`src/sv/wgm_pkg.sv`:
```
// wgm_pkg: types, character constants and helpers for the wildcard glob matcher
// used by wgm_cell, wildcard_glob_matcher and wgm_checker; no dependencies
package wgm_pkg;

    localparam int CH_W        = 16;
    localparam int PAT_MAX_DEF = 32;

    localparam logic [CH_W-1:0] CH_DOT      = 16'h002E;
    localparam logic [CH_W-1:0] CH_QUESTION = 16'h003F;
    localparam logic [CH_W-1:0] CH_STAR     = 16'h002A;
    localparam logic [CH_W-1:0] CH_UPPER_A  = 16'h0041;
    localparam logic [CH_W-1:0] CH_UPPER_Z  = 16'h005A;
    localparam logic [CH_W-1:0] CASE_DELTA  = 16'h0020;

    typedef enum logic [1:0] {
        CMD_CLEAR  = 2'd0,
        CMD_APPEND = 2'd1,
        CMD_SUBJ   = 2'd2,
        CMD_EMPTY  = 2'd3
    } t_cmd;

    typedef struct packed {
        t_cmd            cmd;
        logic [CH_W-1:0] ch;
        logic            last;
    } t_in_item;

    typedef struct packed {
        logic matched;
        logic pattern_overflow;
    } t_out_item;

    // broadcast from the top level to every cell
    typedef struct packed {
        logic            step;
        logic            restart;
        logic            wr_en;
        logic            ign_case;
        logic            sub_dot;
        logic [CH_W-1:0] ch;
        logic [CH_W-1:0] sub_fold;
    } t_cell_ctl;

    function automatic logic [CH_W-1:0] fold_char(input logic [CH_W-1:0] c, input logic ic);
        logic [CH_W-1:0] r;
        r = c;
        if (ic && c >= CH_UPPER_A && c <= CH_UPPER_Z) begin
            r = c + CASE_DELTA;
        end
        return r;
    endfunction

endpackage

```
`src/sv/wgm_cell.sv`:
```
// wgm_cell: one pattern position; holds its pattern character, the active bit
// of its prefix and the leading-star flag; depends on wgm_pkg
module wgm_cell #(
    parameter int PAT_MAX = wgm_pkg::PAT_MAX_DEF,
    parameter int IDX     = 0
) (
    input  logic                        i_clk,
    input  logic                        i_rst_n,
    input  wgm_pkg::t_cell_ctl          i_ctl,
    input  logic [$clog2(PAT_MAX+1)-1:0] i_len,
    input  logic [$clog2(PAT_MAX+1)-1:0] i_len_next,
    input  logic                        i_pre,
    input  logic                        i_lead,
    output logic                        o_pre,
    output logic                        o_closed,
    output logic                        o_lead
);

    localparam int LW   = $clog2(PAT_MAX + 1);
    localparam int PREV = (IDX == 0) ? 0 : IDX - 1;
    localparam logic [LW-1:0] MY_POS   = LW'(IDX);
    localparam logic [LW-1:0] PREV_POS = LW'(PREV);

    logic [wgm_pkg::CH_W-1:0] r_ch;
    logic                     r_lead;
    logic                     r_act;
    logic                     n_lead;
    logic                     n_act;

    logic w_en;
    logic w_star;
    logic w_quest;
    logic w_lit;
    logic w_match;
    logic w_closed;
    logic w_ch_wr;
    logic w_lead_wr;
    logic w_lead_new;

    assign w_en    = MY_POS < i_len;
    assign w_star  = r_ch == wgm_pkg::CH_STAR;
    assign w_quest = r_ch == wgm_pkg::CH_QUESTION;
    assign w_lit   = wgm_pkg::fold_char(r_ch, i_ctl.ign_case) == i_ctl.sub_fold;
    assign w_match = w_star || (w_quest && !i_ctl.sub_dot) || (!w_star && !w_quest && w_lit);

    // star closure ripples from the left neighbor
    assign w_closed = i_pre || (r_act && w_star && w_en);
    assign o_pre    = w_en && ((r_act && w_match) || (w_closed && w_star));
    assign o_closed = w_closed;
    assign o_lead   = (IDX == 0) ? 1'b1 : r_lead;

    assign w_ch_wr    = i_ctl.wr_en && (i_len == MY_POS);
    assign w_lead_wr  = (IDX != 0) && i_ctl.wr_en && (i_len == PREV_POS);
    assign w_lead_new = i_lead && (i_ctl.ch == wgm_pkg::CH_STAR);

    always_comb begin
        n_lead = w_lead_wr ? w_lead_new : r_lead;
        n_act  = r_act;
        if (i_ctl.restart) begin
            n_act = ((IDX == 0) ? 1'b1 : n_lead) && (MY_POS <= i_len_next);
        end else if (i_ctl.step) begin
            n_act = w_closed;
        end
    end

    always_ff @(posedge i_clk) begin
        if (w_ch_wr) begin
            r_ch <= i_ctl.ch;
        end
        r_lead <= n_lead;
        if (!i_rst_n) begin
            r_act <= (IDX == 0);
        end else begin
            r_act <= n_act;
        end
    end

endmodule

```
`config.mk`:
```
export PLATFORM = sky130hd
export DESIGN_NAME = wgm_cell
export DESIGN_NICKNAME = d
export VERILOG_FILES = /design/src/sv/wgm_pkg.sv /design/src/sv/wgm_cell.sv
export SDC_FILE = /design/constraint.sdc
export NUM_CORES = 1
export LEC_CHECK = 0
export BUFFER_PORTS_ARGS = -buffer_cell sky130_fd_sc_hd__buf_2
export CAP_MARGIN = 20
export CORE_MARGIN = 2
export CORE_UTILIZATION = 47
export DETAILED_ROUTE_END_ITERATION = 12
export GPL_TIMING_DRIVEN = 1
export MAX_ROUTING_LAYER = met4
export PLACE_DENSITY_LB_ADDON = 0.12
export SLEW_MARGIN = 30
export SYNTH_ARGS = -nofsm -noshare
export SYNTH_HDL_FRONTEND = slang
export SYNTH_SLANG_ARGS = --single-unit
```
`constraint.sdc`:
```
create_clock -name i_clk -period 6.15 [get_ports i_clk]
set_clock_uncertainty 0.2 [all_clocks]
set_input_delay 0.3075 -clock i_clk [delete_from_list [all_inputs] [get_ports i_clk]]
set_output_delay 0.3075 -clock i_clk [all_outputs]
set_load 0.05 [all_outputs]
```
==> out/metrics.cfg, run 1 <==
[global_routing]
antenna_found_initial = 0
grt_max_degree = 17
first_global_vias = 896
grt_usage = 0.202
grt_pass1_wl_mm = 3.71
grt_overflow = 0

[setup_path]
r2r_end = r_act
r2r_start = r_ch[10]
cpPeakStageDelay_ns = 0.43
slowest_stage = edfxtp_1
critical_path.endpoint = o_pre
crit_start = r_ch[10]
cp-end-kind = output pin
rr_worst_depth = 6
worstPathCellList = nor4_1 > and2_1 > a21boi_2 > o2111ai_2 > or3b_1 > a41o_1 > buf_2
worstPathRequired_ns = 5.64
crit_arrival_ns = 2.50
crit_type = reg2out
cp_max_fo = 3
r2r_slack_ns = 4.29
crit_path_start_kind = flop

[timing]
hold_viol = 0
slew_headroom = 0.517
tightest_slew_ns = 0.724
tns_ns = 0
max_freq_ghz = 0.333
setup_slack_ns = 3.15
min_period_over_period = 0.488
hold_ws_ns = 0.0225
rsz0062_at_grt = false
finalMaxSlewViolations = 0
fin_crit_ns = 3.00
setup_viol = 0

[clocking]
cts_tree = done
ctsHoldBuffers = 15
clkTransAtPathRegs_ns = 0.09
cts.sinks = 17
cts_buffers = 3
htree_levels = 1
clockRootBuffer = clkbuf_4
ctsResizeCount = 0
cts_setup_buffers = 0
clk_path_buf_depth = 2
clk-insertion-delay-late_ns = 0.28

[pwr]
p_sw_w = 0.0000473
swShare = 0.214
p_per_area_mw_per_mm2 = 153
p_int_w = 0.000174
p_clk_frac = 0.264
p_leak_nw = 0.612
seq_power_share = 0.581
max-vdd-ir-drop_uv = 136
power_frac_comb = 0.155

[place]
io_buffers = 47
dpl.hpwl_mm = 1.66
dpl_cell_area_mm2 = 0.00126
pre_cts_slack_ns = 3.49
place.gp.congestion = 0.734

[outcome]
outcome = completed

[final_layout]
final_cell_mix = buf_2, dlygate4sd3_1, edfxtp_1, xor2_1, nor4_1
area_delta_synth_final_pct = 42.6
utilization = 0.721
drive_above_1_share = 0.362
regArea_um2 = 500
nFillCells = 161
fin_nets = 204
final_common_cell = buf_2
n_antenna_cell = 0
multi_input_area_um2 = 480
fin_area_mm2 = 0.00144

[synthesis]
syn-cell-area_mm2 = 0.00101
yosysUniqueCellTypes = 37
ys_ff_latch = 17
avgSynthCellArea_um2 = 11.9
seq_area_frac_synth = 0.494
ys.flop_type = edfxtp_1
syn_nets = 139
async_flop_share = 0
synth_warnings = 0
synth-edff-count = 16
syn-instance-count = 85

[floorplan]
core_area_mm2 = 0.00200
die-area_mm2 = 0.00254
die_w_um = 50.4
rows = 16
start_util = 0.506
die_h_um = 50.4
ioPinCount = 56

[routing]
viasPerCell = 5.27
firstDrtPassIters = 4
postRouteAntennaNets = 0
avgRoutedWirePerCell_um = 13.4
via_count = 927
drt_iter0_markers = 14
wirelength_mm = 2.35
drcViolationCount = 0

[min_path]
hold_path.class = in2reg
hp-start = i_ctl[35]

[job]
cap_violations = 0

==> flip-flops by register name, indices dropped and copies added (netlist names) <==
name,cells
r_ch,16
r_act,1
==> power by group through the flow <==
stage | logic (W) | registers, W | clock network, W
after floorplan | 0.0000106 | 0.000131 | 0
after global placement | 0.0000253 | 0.000131 | 0
after detailed placement | 0.0000261 | 0.000131 | 0
after CTS | 0.0000335 | 0.000128 | 0.0000609
after global routing | 0.0000374 | 0.000129 | 0.0000657
final | 0.0000343 | 0.000128 | 0.0000583
==> worst min path at each step <==
| stage | endpoint | cells past startpoint |
|---|---|---|
| floorplan | r_act | 1 |
| global placement | r_ch[1] | 1 |
| detailed placement | r_ch[4] | 1 |
| CTS | r_ch[14] | 1 |
| global route | r_act | 2 |
| finish | r_act | 2 |
==> cell type report <==
type | instances | area share
Tap cell | 27 | 0.0234
Timing Repair Buffer | 63 | 0.274
Multi-Input combinational cell | 63 | 0.333
Clock buffer | 4 | 0.0182
Inverter | 2 | 0.00520
Sequential cell | 17 | 0.347
==> worst max-delay path: cells and delay by family (launching register included) <==
| kind | cells | cell delay [ns] |
|---|---|---|
| and+or+nand+nor | 3 | 1.01 |
| AOI/OAI and AO/OA | 3 | 0.57 |
| DFF | 1 | 0.43 |
| buffers and inverters | 1 | 0.20 |
==> cells in the mapped netlist (2+ instances only) <==
| cell type | number | area, um2 |
|---|---|---|
| inv_1 | 2 | 7.51 |
| nand2_1 | 4 | 15.0 |
| nor3_1 | 3 | 15.0 |
| and4_1 | 2 | 17.5 |
| edfxtp_1 | 16 | 480 |
| nor4bb_1 | 2 | 20.0 |
| nor4_1 | 7 | 43.8 |
| nor2_1 | 2 | 7.51 |
| nand4_1 | 2 | 12.5 |
| nand3_1 | 2 | 10.0 |
| xor2_1 | 14 | 123 |
| and3_1 | 2 | 12.5 |
| xnor2_1 | 2 | 17.5 |
| o21ai_0 | 2 | 10.0 |
==> routing by layer <==
metal | global-route usage | routed length (um) | vias up
met4 | 0.0631 | 9 | 0
met1 | 0.207 | 934 | 429
met5 | - | 0 | -
met3 | 0.0536 | 168 | 2
met2 | 0.373 | 1240 | 40
li1 | - | - | 456
==> stage by stage <==
stage,cells,power (W)
floorplan,85,0.000141
global placement,156,0.000156
detailed placement,156,0.000157
CTS,175,0.000223
global route,176,0.000232
finish,176,0.000221
==> kinds of logic after synthesis <==
family / after synthesis / share of synthesized area
simple gates: 31 / 0.194
flops: 17 / 0.494
xor+xnor: 16 / 0.138
compound gates: 13 / 0.115
buf+inv: 5 / 0.0309
fa+ha+maj: 1 / 0.0124
other cells: 1 / 0.00370
mux: 1 / 0.0111
(Power assumes the default switching activity.)
==> inputs of run 2 (changes only) <==
ABC_AREA = 1   (was unset)
CORE_UTILIZATION = 45   (was 47)
clock period = 3 ns   (was 6.15 ns; I/O delays follow)
==> run 2 against run 1 <==
Net effect:
- die area increased by 13%
- hold slack improved by 0.19 ns
- power increased by 110%
- non-clock buffer count increased by 3
- register-to-register slack got worse by 3.6 ns
- area after synthesis increased by 9.3%
- count of clock-buffer cells in the layout unchanged
- first-iteration DRC count decreased by 14%
- setup slack got worse by 2.6 ns
- design area increased by 8.8%
- clock power increased by 100%
- combinational power increased by 120%
==> out/metrics.cfg, run 2 <==
[setup_path]
crit_type = reg2out
crit_top_cell = nand2_1
rr_worst_depth = 10  ; +4
slowest_stage = edfxtp_1
crit_arrival_ns = 2.15  ; -0.35 ns
crit_family = simple AND/OR/NAND/NOR gates
worstPathBufferInverterCount = 1  ; unchanged
worstPathRequired_ns = 2.65  ; -2.99 ns
path_depth = 14  ; +7
worstPathCellList = nor2_1 > nand2_1 > o21bai_4 > nor2_4 > nand2_1 > nand2_1 > nand2_1 > nand3_1 > nor2_1 > nand3_1 > nand2_1 > nand2_1 > nand2_1 > buf_2
cp-end-kind = output pin
crit_path_start_kind = flop
cp_max_fo = 8  ; +5
cpPeakStageDelay_ns = 0.54  ; +0.11 ns

[clocking]
htree_levels = 1  ; unchanged
clockRootBuffer = clkbuf_4
cts_tree = done
clkTransAtPathRegs_ns = 0.09  ; about the same
cts.sinks = 17  ; unchanged
cts_setup_buffers = 0  ; unchanged
cts_buffers = 3  ; unchanged
clk_path_buf_depth = 2  ; unchanged
clk-insertion-delay-late_ns = 0.28  ; about the same

[global_routing]
first_global_vias = 1025  ; +14%
antenna_found_initial = 0  ; unchanged
grt_overflow = 0  ; unchanged
grt_max_degree = 17  ; unchanged
top_usage_layer = met2
grtUsageMet2 = 0.372  ; -0.000379
grt_pass1_wl_mm = 4.15  ; +12%
use_met3 = 0.0361  ; -0.0175
grt_usage = 0.212  ; +0.00989
grt_util_met1 = 0.227  ; +0.0202

[place]
pre_cts_slack_ns = 0.801  ; -2.69 ns
dpl.hpwl_mm = 1.89  ; +14%
io_buffers = 47  ; unchanged
place.gp.congestion = 0.807  ; +9.9%
placed_cells = 204  ; +31%

[timing]
fin_crit_ns = 2.50
tns_ns = 0  ; unchanged
rsz0062_at_grt = false
min_period_over_period = 0.832
setup_viol = 0  ; unchanged
hold_ws_ns = 0.208  ; +0.186 ns
setup_slack_ns = 0.505  ; -2.64 ns
max_freq_ghz = 0.401
hold_viol = 0  ; unchanged
finalMaxSlewViolations = 0  ; unchanged

[synthesis]
yosysUniqueCellTypes = 28  ; -24%
syn-cell-area_mm2 = 0.00111  ; +9.3%
synth_xor_area_frac = 0.0871  ; -0.0513
synthMuxAreaShare = 0  ; -0.0111
synth-edff-count = 16  ; unchanged
ys_ff_latch = 17  ; unchanged
syn-instance-count = 130  ; +53%
async_flop_share = 0  ; unchanged
synth_commonest_cells = nand2_1, nor2_1, inv_1, edfxtp_1, nand3_1
synth_warnings = 0  ; unchanged
synth.most_common_cell = nand2_1
synth_top_family_by_area = simple AND/OR/NAND/NOR gates
syn_nets = 184  ; +32%
synth-compound-area-share = 0.0667  ; -0.0482
avgSynthCellArea_um2 = 8.51  ; -29%
synth.top_cells.by_area = edfxtp_1, nand2_1, xor2_1, nor2_1, inv_1
synthAdderAreaFrac = 0.0113  ; -0.00105
synth-simple-area-share = 0.304  ; +0.110
ys.flop_type = edfxtp_1
synth_area_leader_cell = edfxtp_1
synth_top_area_frac = 0.434  ; -0.0403
seq_area_frac_synth = 0.452  ; -0.0419

[routing]
drt_iter0_markers = 12  ; -2
wirelength_mm = 2.55  ; +8.2%
viasPerCell = 4.67  ; -11%
firstDrtPassIters = 4  ; unchanged
drcViolationCount = 0  ; unchanged
avgRoutedWirePerCell_um = 11.3  ; -16%
via_count = 1055  ; +14%
postRouteAntennaNets = 0  ; unchanged

[final_layout]
largest_register_ffs = 16  ; unchanged
utilization = 0.690  ; -0.0308
drive_above_1_share = 0.318  ; -0.0442
instances_no_fill = 226  ; +28%
n_antenna_cell = 0  ; unchanged
regArea_um2 = 500  ; unchanged
fin_nets = 253  ; +24%
nFillCells = 193  ; +20%
reg.largest.list = r_ch (16), r_act (1)
final_common_cell = buf_2
top_register = r_ch
multi_input_area_um2 = 523  ; +8.9%
area_delta_synth_final_pct = 42.1
final_cell_mix = buf_2, nand2_1, nor2_1, dlygate4sd3_1, inv_1

[min_path]
hold_path_depth = 4  ; +2
hold_path.class = in2reg

[floorplan]
die_h_um = 53.6  ; +6.3%
rows = 17  ; +1
ioPinCount = 56  ; unchanged
core_area_mm2 = 0.00228  ; +14%
start_util = 0.486  ; -0.0196
die-area_mm2 = 0.00287  ; +13%
die_w_um = 53.6  ; +6.3%

[pwr]
p_per_area_mw_per_mm2 = 290  ; +90%
p_leak_nw = 0.713  ; +17%
max-vdd-ir-drop_uv = 300  ; +120%

[outcome]
outcome = completed

[job]
cap_violations = 0  ; unchanged

-- run 2: stage by stage --
stage / total power [W] / area [um2]
floorplan: 0.000293 / 1110
global placement: 0.000323 / 1370
detailed placement: 0.000326 / 1370
CTS: 0.000458 / 1570
global route: 0.000483 / 1570
finish: 0.000456 / 1570
-- run 2: logic make-up after synthesis --
family                     after synthesis
and+or+nand+nor                         72
buffers and inverters                   19
DFF                                     17
xor gates and xnor gates                11
AOI/OAI and AO/OA                        9
adders and majority gates                1
other                                    1
-- run 2: where the power goes --
| group | internal [W] | leakage (nW) | switching [W] |
|---|---|---|---|
| combinational | 0.0000462 | 0.546 | 0.0000303 |
| clock | 0.0000516 | 0.0150 | 0.0000652 |
| sequential | 0.000261 | 0.152 | 0.00000183 |
-- run 2: final timing paths --
path	startpoint	end	slack, ns
worst min register to register	r_act	r_act	0.82
worst max register to register	r_ch[12]	r_act	0.67
worst min-delay path	i_ctl[34]	r_ch[9]	0.21
worst max-delay path	r_ch[5]	o_pre	0.50
-- run 2: routing by layer --
metal	part of all wire	vias up
li1	-	563
met1	0.41	468
met2	0.55	22
met3	0.033	2
met4	0.0086	0
met5	0	-
-- run 2: worst register-to-register path, stage by stage, from the launching register on --
cell and delay, ns:
edfxtp_1 0.41, nor2_1 0.13, nand2_1 0.08, nor2_2 0.19, inv_1 0.10, nor3_1 0.22
inv_1 0.12, o21bai_2 0.16, a21oi_1 0.08, nand3_1 0.07, dlygate4sd3_1 0.54
-- run 2: area by class of cell --
| class | instances | area share |
|---|---|---|
| flip-flops and latches | 17 | 0.318 |
| repair buffers | 66 | 0.269 |
| multi-input cells | 94 | 0.333 |
| inverters | 17 | 0.0406 |
| well taps | 28 | 0.0223 |
| clock buffers | 4 | 0.0167 |
-- run 2: what timing repair did --
item / 4_1_cts / 5_1_grt
endpoints found under the hold margin: 17 / 0
hold buffers: 18 / 0
gates resized for setup: 0 / 0
==> inputs of run 3 (changes only) <==
ABC_AREA = 0   (was 1)
CORE_UTILIZATION = 39   (was 45)
clock period = 2.2 ns   (was 3 ns; I/O delays follow)
==> run 3 against run 2 <==
Net effect:
- the run now ends with negative setup slack left
- critical path depth decreased by 7
- clock power increased by 47%
- die area increased by 5.2%
- routed wire length increased by 7.8%
- via count decreased by 4.7%
- setup slack got worse by 0.99 ns
- critical path type unchanged
- critical endpoint unchanged
==> out/metrics.cfg, run 3 (synthesis gave the netlist of run 1 again) <==
[timing]
max_freq_ghz = 0.372
setup_viol = 2  ; +2
min_period_over_period = 1.22
tns_ns = -0.543  ; -0.543 ns
finalMaxSlewViolations = 0  ; unchanged
slew_headroom = 0.638
setup_slack_ns = -0.490  ; -0.994 ns
rsz0062_at_grt = true
hold_viol = 0  ; unchanged
tightest_slew_ns = 0.538
fin_crit_ns = 2.69

[floorplan]
rows = 18  ; +1
die_h_um = 54.9  ; +2.6%
die-area_mm2 = 0.00302  ; +5.2%
start_util = 0.409  ; -0.0774
ioPinCount = 56  ; unchanged
die_w_um = 54.9  ; +2.6%
core_area_mm2 = 0.00248  ; +8.9%

[global_routing]
antenna_found_initial = 0  ; unchanged
grt_usage = 0.215  ; +0.00333
grt_pass1_wl_mm = 4.21  ; +1.3%
grt_max_degree = 17  ; unchanged
first_global_vias = 1012  ; -1.3%
grt_overflow = 0  ; unchanged

[setup_path]
worstPathCellList = nor4_4 > and2_4 > a21boi_4 > o2111ai_2 > or3b_1 > a41o_4 > buf_6
worstPathBufferInverterCount = 1  ; unchanged
slowest_stage = edfxtp_1
crit_family = simple AND/OR/NAND/NOR gates
crit_type = reg2out
cpPeakStageDelay_ns = 0.45  ; -0.09 ns
crit_path_start_kind = flop
worstPathRequired_ns = 1.89  ; -0.76 ns
crit_arrival_ns = 2.38  ; +0.23 ns
rr_worst_depth = 6  ; -4
r2r_slack_ns = 0.35  ; -0.32 ns
cp_max_fo = 3  ; -5
r2r_start = r_ch[0]
cp-end-kind = output pin
r2r_end = r_act

[min_path]
hp-start = i_len[0]
hold_path.class = in2reg
hold_path_depth = 6  ; +2
worstHoldEndpoint = r_act

[final_layout]
fin_area_mm2 = 0.00171  ; +8.5%
drive_above_1_share = 0.469  ; +0.150
fin_nets = 230  ; -9.1%
reg.largest.list = r_ch (16), r_act (1)
n_antenna_cell = 0  ; unchanged
largest_register_ffs = 16  ; unchanged
final_common_cell = buf_2
top_register = r_ch
area_delta_synth_final_pct = 68.5
final_cell_mix = buf_2, buf_4, dlygate4sd3_1, edfxtp_1, xor2_1

[routing]
postRouteAntennaNets = 0  ; unchanged
avgRoutedWirePerCell_um = 13.4  ; +19%
drcViolationCount = 0  ; unchanged
drt_iter0_markers = 14  ; +2
viasPerCell = 4.90  ; +5.0%
firstDrtPassIters = 4  ; unchanged
via_count = 1005  ; -4.7%
wirelength_mm = 2.74  ; +7.8%

[place]
io_buffers = 47  ; unchanged
pre_cts_slack_ns = -0.296  ; -1.10 ns
dpl.hpwl_mm = 1.94  ; +2.6%
place.gp.congestion = 0.797  ; -1.2%
dpl_cell_area_mm2 = 0.00142  ; +4.2%

[clocking]
clk-insertion-delay-late_ns = 0.30  ; +0.02 ns
clkTransAtPathRegs_ns = 0.11  ; +0.02 ns
cts_buffers = 3  ; unchanged
cts.sinks = 17  ; unchanged
htree_levels = 1  ; unchanged
clockRootBuffer = clkbuf_4
cts_tree = done
clk_path_buf_depth = 2  ; unchanged

[outcome]
outcome = complete, but fails checks
violations = negative setup slack

[pwr]
max-vdd-ir-drop_uv = 482  ; +61%
seq_power_share = 0.563  ; -0.013
power_frac_comb = 0.167  ; about the same
p_clk_frac = 0.270  ; +0.014
swShare = 0.229  ; +0.0158
p_per_area_mw_per_mm2 = 373  ; +29%
p_int_w = 0.000491  ; +37%
p_leak_nw = 0.741  ; +4.0%
p_sw_w = 0.000146  ; +50%

[job]
cap_violations = 0  ; unchanged

## run 3: cell types whose count changed in the layout (fill, tap and decap cells not counted), sizes merged, moves of 6 or more
cell,change
nand2,-25
buf,+21
nor2,-20
inv,-15
nand3,-9
nor4,+6
xor2,+6
## run 3: routing by layer
layer	GRT usage	part of all wire
met1	0.231	0.40
met2	0.373	0.52
met3	0.0403	0.045
met4	0.118	0.030
met5	-	0
## run 3: tightest hold or removal path: stages
cell      delay (ns)
buf_2           0.08
nor2_1          0.04
nand2_1         0.10
a31o_2          0.17
nand2_1         0.05
nand4b_1        0.08
## run 3: worst max-delay path by stage
stage	startpoint	to	slack [ns]	cells after the start
final	r_ch[14]	o_pre	-0.49	7
after global routing	r_ch[14]	o_pre	-0.63	7
after CTS	r_ch[9]	o_pre	-0.50	7
after detailed placement	r_ch[14]	o_pre	-0.30	7
after global placement	r_ch[14]	o_pre	-0.20	7
after floorplan	r_ch[7]	o_pre	0.006	7
## run 3: final cells by class
cell class              count  area [um2]
multi-input cells          63         523
clock buffers               3        22.5
well taps                  30        37.5
repair buffers             89         609
flip-flops and latches     17         500
clock inverters             1        5.00
fillers                   198         772
inverters                   2        7.51
## run 3: repair_timing
item / 4_1_cts / 5_1_grt
gates resized for setup: 6 / 4
pin swaps: 4 / 3
setup buffers: 2 / 0
endpoints found under the hold margin: 17 / 0
hold buffers: 20 / 0
setup endpoints to repair: 2 / 2
## run 3: through the flow
| stage | hold slack (ns) | total power (W) | instances | utilization |
|---|---|---|---|---|
| final | 0.159 | 0.000637 | 205 | 0.688 |
| after global routing | 0.190 | 0.000676 | 205 | 0.688 |
| after CTS | 0.166 | 0.000637 | 205 | 0.681 |
| after detailed placement | 0.0881 | 0.000443 | 179 | 0.574 |
| after global placement | 0.0866 | 0.000440 | 179 | 0.574 |
| after floorplan | -0.00273 | 0.000395 | 85 | - |
## run 3: power groups by stage
stage	clock, W	sequential (W)	combinational, W
after floorplan	0	0.000365	0.0000299
after global placement	0	0.000366	0.0000747
after detailed placement	0	0.000366	0.0000772
after CTS	0.000174	0.000358	0.000105
after global routing	0.000201	0.000359	0.000116
final	0.000172	0.000359	0.000106
